===== src/rtl/core/pdd_pkg.sv =====
// ----------------------------------------------------------------------------
// PI distance drive package
// Shared types and constants for the distance drive controller.
// ----------------------------------------------------------------------------
package pdd_pkg;

  localparam int unsigned CFG_IDX_W  = 3;
  localparam int unsigned CFG_DATA_W = 24;

  localparam int unsigned MAC_A_W = 33;
  localparam int unsigned MAC_B_W = 17;
  localparam int unsigned MAC_P_W = MAC_A_W + MAC_B_W;

  typedef enum logic [CFG_IDX_W-1:0] {
    CFG_TARGET_MM     = 3'd0,
    CFG_PROP_GAIN     = 3'd1,
    CFG_INTEGRAL_GAIN = 3'd2,
    CFG_MM_PER_COUNT  = 3'd3,
    CFG_EFFORT_CLAMP  = 3'd4,
    CFG_WINDUP_LIMIT  = 3'd5
  } cfg_idx_e;

  typedef struct packed {
    logic signed [15:0] target_mm;
    logic [15:0]        prop_gain;
    logic [15:0]        integral_gain;
    logic [23:0]        mm_per_count;
    logic [6:0]         effort_clamp;
    logic [7:0]         windup_limit;
  } cfg_t;

  typedef struct packed {
    logic en;
    logic accum;
    logic shift;
  } mac_op_t;

  localparam logic [15:0] TARGET_RESET   = 16'd0;
  localparam logic [15:0] PGAIN_RESET    = 16'd205;
  localparam logic [15:0] IGAIN_RESET    = 16'd26;
  localparam logic [23:0] SCALE_RESET    = 24'd23563;
  localparam logic [6:0]  CLAMP_RESET    = 7'd60;
  localparam logic [7:0]  WINDUP_RESET   = 8'd100;
  localparam logic [6:0]  CLAMP_MAX      = 7'd100;
  localparam int unsigned DONE_MARGIN_MM = 5;
  localparam int unsigned FRAC_BITS      = 16;
  localparam int unsigned SCALE_SPLIT    = 12;

endpackage


===== src/rtl/core/pi_distance_drive_controller.sv =====
// ----------------------------------------------------------------------------
// PI distance drive controller
// One control tick in, one pair of wheel drive commands out.
// ----------------------------------------------------------------------------
// Each accepted tick steps the sequencer through POS_LO, POS_HI, ERR, PROP,
// INTEG, EFF and OUT; OUT waits while out_stall_i holds the last result, and
// a tick with the move already done skips PROP, INTEG and EFF. The steps serve
// the single shared multiplier, used twice for the position scale and once
// each for the proportional and the integral term. in_stall_o stays high while
// a tick is in work; a finished result may wait in the output register while
// the next tick is accepted. Config writes are always taken (cfg_ready_o is 1).
module pi_distance_drive_controller #(
  parameter int unsigned COUNT_WIDTH = 24
) (
  input  logic                           clk_i,
  input  logic                           rst_ni,
  input  logic                           cfg_valid_i,
  output logic                           cfg_ready_o,
  input  logic [pdd_pkg::CFG_IDX_W-1:0]  cfg_index_i,
  input  logic [pdd_pkg::CFG_DATA_W-1:0] cfg_data_i,
  input  logic                           in_valid_i,
  output logic                           in_stall_o,
  input  logic                           start_move_i,
  input  logic signed [COUNT_WIDTH-1:0]  left_count_i,
  input  logic signed [COUNT_WIDTH-1:0]  right_count_i,
  output logic                           out_valid_o,
  input  logic                           out_stall_i,
  output logic signed [15:0]             left_drive_o,
  output logic signed [15:0]             right_drive_o,
  output logic [14:0]                    position_mm_o,
  output logic                           move_done_o
);
  import pdd_pkg::*;

  localparam int unsigned W     = COUNT_WIDTH;
  localparam int unsigned PW    = W + 24;
  localparam int unsigned ACC_W = (PW + 2 > 51) ? PW + 2 : 51;
  localparam int unsigned DW    = (PW + 2 > 49) ? PW + 2 : 49;
  localparam int unsigned QW    = DW - FRAC_BITS;
  localparam int unsigned SW    = W + 6;
  localparam int unsigned IW    = PW - FRAC_BITS;

  typedef enum logic [2:0] {
    ST_IDLE, ST_POS_LO, ST_POS_HI, ST_ERR, ST_PROP, ST_INTEG, ST_EFF, ST_OUT
  } state_e;

  cfg_t cfg;

  state_e state_q;
  logic signed [W-1:0]  left_q, right_q;
  logic [W-1:0]         avg_q;
  logic [PW-1:0]        pos_q;
  logic signed [31:0]   err_q, esum_q;
  logic signed [7:0]    last_eff_q, eff_q;
  logic                 done_q, hit_q;
  logic                 out_valid_q;
  logic signed [15:0]   left_drive_q, right_drive_q;
  logic [14:0]          position_q;
  logic                 move_done_q;

  mac_op_t                   mac_op;
  logic signed [MAC_A_W-1:0] mac_a;
  logic signed [MAC_B_W-1:0] mac_b;
  logic signed [ACC_W-1:0]   acc;

  pdd_cfg u_cfg (
    .clk_i      (clk_i),
    .rst_ni     (rst_ni),
    .cfg_we_i   (cfg_valid_i),
    .cfg_index_i(cfg_index_i),
    .cfg_data_i (cfg_data_i),
    .cfg_o      (cfg)
  );

  pdd_mac #(.ACC_W(ACC_W)) u_mac (
    .clk_i(clk_i),
    .op_i (mac_op),
    .a_i  (mac_a),
    .b_i  (mac_b),
    .acc_o(acc)
  );

  assign cfg_ready_o = 1'b1;
  assign in_stall_o  = (state_q != ST_IDLE);

  // Input stage: half of the absolute count sum
  logic signed [W:0] sum_in;
  logic [W:0]        abs_in;
  always_comb begin
    sum_in = {left_count_i[W-1], left_count_i} + {right_count_i[W-1], right_count_i};
    abs_in = sum_in[W] ? (W+1)'(0) - sum_in : sum_in;
  end

  always_comb begin
    mac_op = '0;
    mac_a  = '0;
    mac_b  = '0;
    unique case (state_q)
      ST_POS_LO: begin
        mac_op = '{en: 1'b1, accum: 1'b0, shift: 1'b0};
        mac_a  = MAC_A_W'({1'b0, avg_q});
        mac_b  = MAC_B_W'(cfg.mm_per_count[SCALE_SPLIT-1:0]);
      end
      ST_POS_HI: begin
        mac_op = '{en: 1'b1, accum: 1'b1, shift: 1'b1};
        mac_a  = MAC_A_W'({1'b0, avg_q});
        mac_b  = MAC_B_W'(cfg.mm_per_count[23:SCALE_SPLIT]);
      end
      ST_PROP: begin
        mac_op = '{en: 1'b1, accum: 1'b0, shift: 1'b0};
        mac_a  = {err_q[31], err_q};
        mac_b  = {1'b0, cfg.prop_gain};
      end
      ST_INTEG: begin
        mac_op = '{en: 1'b1, accum: 1'b1, shift: 1'b0};
        mac_a  = {esum_q[31], esum_q};
        mac_b  = {1'b0, cfg.integral_gain};
      end
      default: ;
    endcase
  end

  // Position error, truncated toward zero and saturated to 32 bits
  logic [PW-1:0]        pos_now;
  logic signed [DW-1:0] diff, rnd;
  logic signed [QW-1:0] quo;
  logic [QW-32:0]       quo_hi;
  logic signed [31:0]   err_now;
  logic [16:0]          tmag;
  logic                 hit_now;
  always_comb begin
    pos_now = acc[PW-1:0];
    diff    = {{(DW-32){cfg.target_mm[15]}}, cfg.target_mm, 16'd0}
              - $signed({{(DW-PW){1'b0}}, pos_now});
    rnd     = diff + $signed({{(DW-FRAC_BITS){1'b0}}, {FRAC_BITS{diff[DW-1]}}});
    quo     = rnd[DW-1:FRAC_BITS];
    quo_hi  = quo[QW-1:31];
    if (quo_hi == '0 || quo_hi == '1) begin
      err_now = quo[31:0];
    end else begin
      err_now = quo[QW-1] ? 32'sh8000_0000 : 32'sh7FFF_FFFF;
    end
    tmag    = cfg.target_mm[15] ? 17'd0 - {1'b1, cfg.target_mm}
                                : {1'b0, cfg.target_mm};
    hit_now = ({1'b0, pos_now} + (PW+1)'(DONE_MARGIN_MM << FRAC_BITS))
              > (PW+1)'({tmag, 16'd0});
  end

  // Saturating integral update under the windup limit
  logic [7:0]         eff_mag;
  logic signed [32:0] esum_sum;
  logic signed [31:0] esum_next;
  always_comb begin
    eff_mag  = last_eff_q[7] ? 8'd0 - last_eff_q : last_eff_q;
    esum_sum = {esum_q[31], esum_q} + {err_q[31], err_q};
    if (esum_sum[32] != esum_sum[31]) begin
      esum_next = esum_sum[32] ? 32'sh8000_0000 : 32'sh7FFF_FFFF;
    end else begin
      esum_next = esum_sum[31:0];
    end
  end

  // Effort clamp and truncation to percent
  logic [6:0]              clamp_eff;
  logic signed [ACC_W-1:0] lim;
  logic signed [15:0]      u_sat, u_rnd;
  logic signed [7:0]       eff_now;
  always_comb begin
    clamp_eff = (cfg.effort_clamp > CLAMP_MAX) ? CLAMP_MAX : cfg.effort_clamp;
    lim       = $signed(ACC_W'({clamp_eff, 8'd0}));
    priority if (acc > lim) begin
      u_sat = lim[15:0];
    end else if (acc < -lim) begin
      u_sat = 16'sd0 - lim[15:0];
    end else begin
      u_sat = acc[15:0];
    end
    u_rnd   = u_sat + $signed({8'd0, {8{u_sat[15]}}});
    eff_now = u_rnd[15:8];
  end

  // Drive commands with straightness correction
  logic signed [15:0]   pwr;
  logic signed [W:0]    cdiff;
  logic signed [SW-1:0] corr, pwr_ext, ld_raw, rd_raw;
  logic signed [15:0]   ld_sat, rd_sat;
  logic [IW-1:0]        pos_int;
  logic [14:0]          pos_mm;
  always_comb begin
    pwr     = ({{8{eff_q[7]}}, eff_q} <<< 5) + ({{8{eff_q[7]}}, eff_q} <<< 4)
              + ({{8{eff_q[7]}}, eff_q} <<< 1);
    cdiff   = {left_q[W-1], left_q} - {right_q[W-1], right_q};
    corr    = ({{5{cdiff[W]}}, cdiff} <<< 3) + ({{5{cdiff[W]}}, cdiff} <<< 1);
    pwr_ext = {{(SW-16){pwr[15]}}, pwr};
    ld_raw  = pwr_ext - corr;
    rd_raw  = pwr_ext + corr;
    if (ld_raw[SW-1:15] == '0 || ld_raw[SW-1:15] == '1) begin
      ld_sat = ld_raw[15:0];
    end else begin
      ld_sat = ld_raw[SW-1] ? 16'sh8000 : 16'sh7FFF;
    end
    if (rd_raw[SW-1:15] == '0 || rd_raw[SW-1:15] == '1) begin
      rd_sat = rd_raw[15:0];
    end else begin
      rd_sat = rd_raw[SW-1] ? 16'sh8000 : 16'sh7FFF;
    end
    pos_int = pos_q[PW-1:FRAC_BITS];
    pos_mm  = (pos_int[IW-1:15] != '0) ? 15'h7FFF : pos_int[14:0];
  end

  logic out_free;
  assign out_free = !out_valid_q || !out_stall_i;

  always_ff @(posedge clk_i or negedge rst_ni) begin
    if (!rst_ni) begin
      state_q       <= ST_IDLE;
      left_q        <= '0;
      right_q       <= '0;
      avg_q         <= '0;
      pos_q         <= '0;
      err_q         <= '0;
      esum_q        <= '0;
      last_eff_q    <= '0;
      eff_q         <= '0;
      done_q        <= 1'b0;
      hit_q         <= 1'b0;
      out_valid_q   <= 1'b0;
      left_drive_q  <= '0;
      right_drive_q <= '0;
      position_q    <= '0;
      move_done_q   <= 1'b0;
    end else begin
      if (state_q == ST_OUT && out_free) begin
        out_valid_q <= 1'b1;
      end else if (out_valid_q && !out_stall_i) begin
        out_valid_q <= 1'b0;
      end
      unique case (state_q)
        ST_IDLE: begin
          if (in_valid_i) begin
            left_q  <= left_count_i;
            right_q <= right_count_i;
            avg_q   <= abs_in[W:1];
            if (start_move_i) begin
              esum_q     <= '0;
              last_eff_q <= '0;
              done_q     <= 1'b0;
            end
            state_q <= ST_POS_LO;
          end
        end
        ST_POS_LO: state_q <= ST_POS_HI;
        ST_POS_HI: state_q <= ST_ERR;
        ST_ERR: begin
          pos_q   <= pos_now;
          err_q   <= err_now;
          hit_q   <= hit_now;
          state_q <= done_q ? ST_OUT : ST_PROP;
        end
        ST_PROP: begin
          if (eff_mag <= cfg.windup_limit) begin
            esum_q <= esum_next;
          end
          state_q <= ST_INTEG;
        end
        ST_INTEG: state_q <= ST_EFF;
        ST_EFF: begin
          eff_q      <= eff_now;
          last_eff_q <= eff_now;
          if (hit_q) begin
            done_q <= 1'b1;
          end
          state_q <= ST_OUT;
        end
        ST_OUT: begin
          if (out_free) begin
            left_drive_q  <= done_q ? 16'sd0 : ld_sat;
            right_drive_q <= done_q ? 16'sd0 : rd_sat;
            position_q    <= pos_mm;
            move_done_q   <= done_q;
            state_q       <= ST_IDLE;
          end
        end
        default: state_q <= ST_IDLE;
      endcase
    end
  end

  assign out_valid_o   = out_valid_q;
  assign left_drive_o  = left_drive_q;
  assign right_drive_o = right_drive_q;
  assign position_mm_o = position_q;
  assign move_done_o   = move_done_q;

endmodule


===== src/rtl/core/pdd_cfg.sv =====
// ----------------------------------------------------------------------------
// PI distance drive configuration registers
// Holds gains, scale, clamp, windup limit and target written over the port.
// ----------------------------------------------------------------------------
module pdd_cfg (
  input  logic                           clk_i,
  input  logic                           rst_ni,
  input  logic                           cfg_we_i,
  input  logic [pdd_pkg::CFG_IDX_W-1:0]  cfg_index_i,
  input  logic [pdd_pkg::CFG_DATA_W-1:0] cfg_data_i,
  output pdd_pkg::cfg_t                  cfg_o
);
  import pdd_pkg::*;

  cfg_t cfg_q;

  always_ff @(posedge clk_i or negedge rst_ni) begin
    if (!rst_ni) begin
      cfg_q.target_mm     <= TARGET_RESET;
      cfg_q.prop_gain     <= PGAIN_RESET;
      cfg_q.integral_gain <= IGAIN_RESET;
      cfg_q.mm_per_count  <= SCALE_RESET;
      cfg_q.effort_clamp  <= CLAMP_RESET;
      cfg_q.windup_limit  <= WINDUP_RESET;
    end else if (cfg_we_i) begin
      unique case (cfg_index_i)
        CFG_TARGET_MM:     cfg_q.target_mm     <= cfg_data_i[15:0];
        CFG_PROP_GAIN:     cfg_q.prop_gain     <= cfg_data_i[15:0];
        CFG_INTEGRAL_GAIN: cfg_q.integral_gain <= cfg_data_i[15:0];
        CFG_MM_PER_COUNT:  cfg_q.mm_per_count  <= cfg_data_i[23:0];
        CFG_EFFORT_CLAMP:  cfg_q.effort_clamp  <= cfg_data_i[6:0];
        CFG_WINDUP_LIMIT:  cfg_q.windup_limit  <= cfg_data_i[7:0];
        default: ;
      endcase
    end
  end

  assign cfg_o = cfg_q;

endmodule


===== src/rtl/core/pdd_mac.sv =====
// ----------------------------------------------------------------------------
// PI distance drive shared multiply-accumulate unit
// One signed multiplier with an optional shift and a wide accumulator.
// ----------------------------------------------------------------------------
module pdd_mac #(
  parameter int unsigned ACC_W = 51
) (
  input  logic                                clk_i,
  input  pdd_pkg::mac_op_t                    op_i,
  input  logic signed [pdd_pkg::MAC_A_W-1:0]  a_i,
  input  logic signed [pdd_pkg::MAC_B_W-1:0]  b_i,
  output logic signed [ACC_W-1:0]             acc_o
);
  import pdd_pkg::*;

  logic signed [MAC_P_W-1:0] prod;
  logic signed [ACC_W-1:0]   prod_ext;
  logic signed [ACC_W-1:0]   addend;
  logic signed [ACC_W-1:0]   acc_d;
  logic signed [ACC_W-1:0]   acc_q;

  always_comb begin
    prod     = a_i * b_i;
    prod_ext = {{(ACC_W-MAC_P_W){prod[MAC_P_W-1]}}, prod};
    addend   = op_i.shift ? (prod_ext <<< SCALE_SPLIT) : prod_ext;
    acc_d    = (op_i.accum ? acc_q : '0) + addend;
  end

  always_ff @(posedge clk_i) begin
    if (op_i.en) begin
      acc_q <= acc_d;
    end
  end

  assign acc_o = acc_q;

endmodule


===== config.mk =====
export PLATFORM = sky130hd
export DESIGN_NAME = pi_distance_drive_controller
export DESIGN_NICKNAME = d
export VERILOG_FILES = /design/src/rtl/core/pdd_pkg.sv /design/src/rtl/core/pi_distance_drive_controller.sv /design/src/rtl/core/pdd_cfg.sv /design/src/rtl/core/pdd_mac.sv
export SDC_FILE = /design/constraint.sdc
export NUM_CORES = 2
export LEC_CHECK = 0
export BUFFER_PORTS_ARGS = -buffer_cell sky130_fd_sc_hd__buf_2
export CAP_MARGIN = 10
export CORE_AREA = 2 2 275 385
export DETAILED_ROUTE_END_ITERATION = 10
export DIE_AREA = 0 0 277 387
export GPL_TIMING_DRIVEN = 1
export PLACE_DENSITY = 0.66
export SKIP_CTS_REPAIR_TIMING = 1
export SLEW_MARGIN = 10
export SYNTH_ARGS = -nofsm -noshare
export SYNTH_HDL_FRONTEND = slang
export SYNTH_SLANG_ARGS = --single-unit

===== constraint.sdc =====
create_clock -name clk_i -period 13.72 [get_ports clk_i]
set_input_delay 1.372 -clock clk_i [delete_from_list [all_inputs] [get_ports clk_i]]
set_output_delay 1.372 -clock clk_i [all_outputs]
set_load 0.01 [all_outputs]

Word level (Yosys, flattened, before mapping)

Index checks and enable logic that the tools add are counted.

Add/subtract/negate cells: 18
Multiply operators: 1
$lt $le $gt $ge: 5
Eq/ne operators: 21
Mux-type cells: 39
Reduce and logical (&&, ||, !) cells: 32

Operators with widths:

| kind                     | count |
|---|---|
| $mux W32                 | 7 |
| $mux W16                 | 8 |
| $mux W51                 | 2 |
| $pmux W33 S3             | 1 |
| $pmux W16 S4             | 1 |
| $pmux W32 S2             | 1 |
| $add A51 B51 Y51         | 1 |
| $gt A51 B16 Y1           | 1 |
| $lt A51 B51 Y1           | 1 |
| $neg A15 Y51             | 1 |
| $add A50 B17 Y50         | 1 |
| $mul A33 B17 Y50         | 1 |
| $sub A32 B49 Y50         | 1 |
| $add A48 B19 Y49 const B | 1 |
| $gt A49 B33 Y1           | 1 |
| $add A32 B32 Y33         | 1 |
| $add A15 B29 Y30         | 1 |
| $eq A15 B15 Y1 const B   | 2 |
| $logic_not A15 Y1        | 2 |
| $sub A15 B29 Y30         | 1 |
| $add A28 B26 Y29         | 1 |
| $add A24 B24 Y25         | 1 |
| $mux W25                 | 1 |
| $sub A1 B25 Y25 const A  | 1 |
| other kinds (36)         | 76 |

Register bits: 392
Bits of input ports: 81
Output and inout port bits: 51
Word-level logic and storage cells: 139

Logic depth before layout (Yosys ltp)

Word-level depth: 8
Gate-level depth with buffers: 47
Depth with buffers taken out: 44

By module

A second synthesis with hierarchy kept.

Cell total of the unflattened synthesis: 6270
Area, all modules: 54302.1 µm²

By module, submodules not included:

| module                       | times used | cells each | area each (µm²) | sequential area each (µm²) |
|---|---|---|---|---|
| pi_distance_drive_controller | 1          | 3280       | 26455.4         | 5955.7 |
| pdd_mac                      | 1          | 2801       | 24497.2         | 1531.5 |
| pdd_cfg                      | 1          | 189        | 3349.5          | 2204.6 |

Worst setup path after synthesis

Ideal clock, no wire load.

Path kind: reg2reg
Start point: register state_q[0]
End point: register u_mac.acc_q[48], in the netlist u_mac.acc_o[48] (data pin)
Library setup time: 0.273 ns
Arrival: 10.265 ns
Required time: 13.447 ns
Setup slack: 3.182 ns
Stages on the path, launching flop included: 44
Path buffers: 4
Period minus slack after synthesis: 10.538 ns
Path through: dfrtp_1 > clkbuf_1 > clkbuf_1 > clkbuf_1 > clkbuf_1 > mux2i_1 > o21a_1 > nor2_1 > fa_1 > inv_1 > fa_1 > fa_1 > inv_1 > fa_1 > fa_1 > inv_1 > fa_1 > inv_1 > [8 not listed] > xnor2_1 > nand2_1 > o21ai_0 > ha_1 > a21o_1 > a21oi_1 > o21ai_0 > o31ai_1 > a211oi_1 > nor4b_1 > o21ai_0 > o2111ai_1 > nand3_1 > a2111o_1 > a31oi_1 > nor2_1 > o41ai_1 > a221oi_1

Longest elaborated chain between the ends: 6
Elaborated cells on any way between the ends: 13
Classes of those cells: add/sub (1); mul (1); eq/ne (4); mux (5); reduce/logical (2)

Ends and longest elaborated chain:

| what                                                | RTL line                            | RTL |
|---|---|---|
| start: declaration                                  | pi_distance_drive_controller.sv:49  | `state_e state_q;` |
| start signal: assignment                            | pi_distance_drive_controller.sv:258 | `state_q <= done_q ? ST_OUT : ST_PROP;` |
| $eq A3 B2 Y1 / $eq A3 B1 Y1 (equally long branches) | pi_distance_drive_controller.sv:98  | `unique case (state_q)` |
| $reduce_or A2 Y1 (no source line)                   | -                                   |  |
| $pmux W33 S3                                        | pi_distance_drive_controller.sv:98  |  |
| $mul A33 B17 Y50                                    | pdd_mac.sv:23                       | `prod = a_i * b_i;` |
| $mux W51                                            | pdd_mac.sv:25                       | `addend = op_i.shift ? (prod_ext <<< SCALE_SPLIT) : prod_ext;` |
| $add A51 B51 Y51 (*)                                | pdd_mac.sv:26                       | `acc_d = (op_i.accum ? acc_q : '0) + addend;` |
| named net u_mac.acc_d[48]                           | pdd_mac.sv:19                       | `logic signed [ACC_W-1:0] acc_d;` |
| end signal: assignment                              | pdd_mac.sv:31                       | `acc_q <= acc_d;` |
| end: declaration                                    | pdd_mac.sv:20                       | `logic signed [ACC_W-1:0] acc_q;` |

The timed path passes the listed nets; every way through them passes the cells marked *.
A chain may end at the register's enable or synchronous reset.

Final worst setup path

Start point: register state_q[1]
End point: register u_mac.acc_q[48], in the netlist u_mac.acc_o[48] (data pin)

The elaborated chain is that of the path after synthesis.

==> flow_summary.ini <==
[finish]
final_layout_size_suffix_gt1_frac = 0.0844
areaGrowthSynthToFinish_pct = 6.75
num-fill-cells = 9773
finalNetCount = 7146
postLayoutCellArea_mm2 = 0.0550

[routing]
drt_first_pass_iters = 9
wl_per_cell_um = 21.4
via_per_inst = 5.81
first_iter_violations = 2999
drcViolationCount = 0
via_count = 43400
detail-route-antenna-nets = 0
routed_wirelength_um = 160000

[global_route]
grt_pass1_vias = 44200
groute.usage.overall = 0.298
antenna_found_initial = 4
grt_pass1_wl_um = 249000
grt_max_degree = 170
grt_overflow_total = 0

[sta]
rsz0062_at_grt = false
slew_violations = 0
setup_ws_ns = 1.77
period_minus_slack_ns = 11.95
tightest_slew_ns = 1.16
period_share = 0.871
tns_ns = 0
hold-worst-slack_ns = 0.472
setup_viol = 0
clock_skew_ns = 0.0343
slew-limit-headroom = 0.221
finalHoldViolCount = 0
fmax_ghz = 0.0837

[setup_path]
cp_slowest_stage_delay_ns = 1.00
reg2reg_slack_ns = 1.77
cp-start-kind = flop
r2r_start = state_q[1]
worstPathMaxFanout = 56
rr_worst_depth = 41
cpMostUsedCell = fa_1
worstPathArrival_ns = 12.29
required_ns = 14.07
worstReg2RegEnd = u_mac.acc_o[48]
crit_type = reg2reg
crit_path_end_kind = flop
cp_slowest_cell = and2_2

[hold_path]
holdPathStages = 2
hp-class = reg2reg
hold_path_end = move_done_o
hold_start = move_done_o

[floorplan]
core_region_area_mm2 = 0.104
rows = 140
dieArea_mm2 = 0.107
ioPinCount = 132
fp.dieH_um = 387
start_util = 0.497
dieWidth_um = 277

[synth]
yosysTopAreaCellShare = 0.197
synth-seq-area-share = 0.188
synth_area_leaders = fa_1 20%, dfrtp_1 15%, ha_1 12%
async_flop_share = 0.864
ys_types = 108
netlist_instances = 6058
yosysMostFrequentCell = inv_1
ys_warn_count = 0
yosys-top-cells-count = 817 x inv_1, 786 x nand2_1, 514 x nor2_1
synth_seq_cells = 376
synth_flop_cell = dfrtp_1
synth_top_area_cell = fa_1
syn_area_per_cell_um2 = 8.50
synth_area_mm2 = 0.0515
synth_edf_count = 51

[cts]
root_buffer = clkbuf_16
insertion_delay_ns = 0.62
numCtsBuffers = 44
htreeDepth = 2
cts_buffer_depth = 3
clock_sinks = 376
clkTransAtPathRegs_ns = 0.06
cts_tree = done

[status]
status = completed

[flow_run]
cap_violations = 0

[placement]
io_buffers = 130
placed_cell_area_mm2 = 0.0534
dp_hpwl_um = 130000
routabilityCongestion = 1.01
place_ws_ns = 1.91
-- critical path: cells and delay by family, from the launching register on --
| family | cells | cell delay (ns) |
|---|---|---|
| simple gates | 9 | 2.53 |
| buf+inv | 6 | 0.68 |
| xor+xnor | 1 | 0.39 |
| fa+ha+maj | 8 | 3.94 |
| flops | 1 | 0.88 |
| compound gates | 17 | 3.24 |
-- flip-flops by register name, summed over array words and instances (netlist names) --
register,flops
u_cfg.cfg_o,87
u_mac.acc_o,51
err_q,32
esum_q,32
pos_q,32
avg_q,24
left_q,24
right_q,24
left_drive_o,16
right_drive_o,16
position_mm_o,15
eff_q,8
last_eff_q,8
state_q,3
done_q,1
hit_q,1
move_done_o,1
out_valid_o,1
-- worst max path at each step --
stage               slack [ns]               to  startpoint  depth (start not counted)
global route              0.98  u_mac.acc_o[48]  state_q[1]                         41
CTS                       1.84  u_mac.acc_o[48]  state_q[1]                         41
global placement          2.02  u_mac.acc_o[48]  state_q[1]                         41
finish                    1.77  u_mac.acc_o[48]  state_q[1]                         41
floorplan                 3.18  u_mac.acc_o[48]  state_q[0]                         43
detailed placement        1.91  u_mac.acc_o[48]  state_q[1]                         41
-- per-layer routing --
layer | vias to the layer above | track usage | wire [um]
met5 | - | 0 | 0
met4 | 0 | 0.196 | 12200
met3 | 440 | 0.0410 | 9020
met2 | 1441 | 0.509 | 77400
met1 | 21200 | 0.350 | 60900
li1 | 20200 | - | -
-- metrics by stage --
stage	util	cells
floorplan	-	6059
global route	0.530	7462
CTS	0.530	7462
finish	0.530	7465
detailed placement	0.515	7381
global placement	0.515	7381
-- cell families after synthesis --
group,after synthesis,synth area share
AND/OR/NAND/NOR,1955,0.173
AO/OA/AOI/OAI,1188,0.152
buffers and inverters,1033,0.0781
adder cells (fa/ha/maj),987,0.314
flip-flops,376,0.188
XOR/XNOR,360,0.0615
multiplexers,158,0.0335
other,1,0.0000728
-- layout by cell type (no fill, tap or decap), types with 37 or more instances in the layout --
cell type / instances
buf_4: 57
dfrtp_1: 301
a21o_1: 124
o21bai_1: 47
a21oi_1: 279
inv_1: 817
fa_1: 507
nand2b_1: 50
ha_1: 480
mux2_2: 113
o21a_1: 63
edfxtp_1: 51
xor2_1: 86
nor3_1: 114
xnor2_1: 271
clkbuf_16: 46
nor2_1: 514
nand2_1: 784
a221o_1: 37
mux2i_1: 44
nand3_1: 92
o21ai_0: 285
nand4_1: 49
and2_1: 94
nor2b_1: 55
buf_2: 129
-- cell type report --
cell class	count	area, um2	share of cell area
Timing Repair Buffer	188	1110	0.0202
Clock inverter	22	267	0.00485
Tap cell	1349	1690	0.0307
Inverter	818	3070	0.0559
Clock buffer	59	1250	0.0228
Multi-Input combinational cell	4650	37900	0.689
Antenna cell	3	7.51	0.000137
Sequential cell	376	9690	0.176
Power is not shown: default switching activity piles up to over one toggle a cycle in this logic, so the estimate is an artifact.
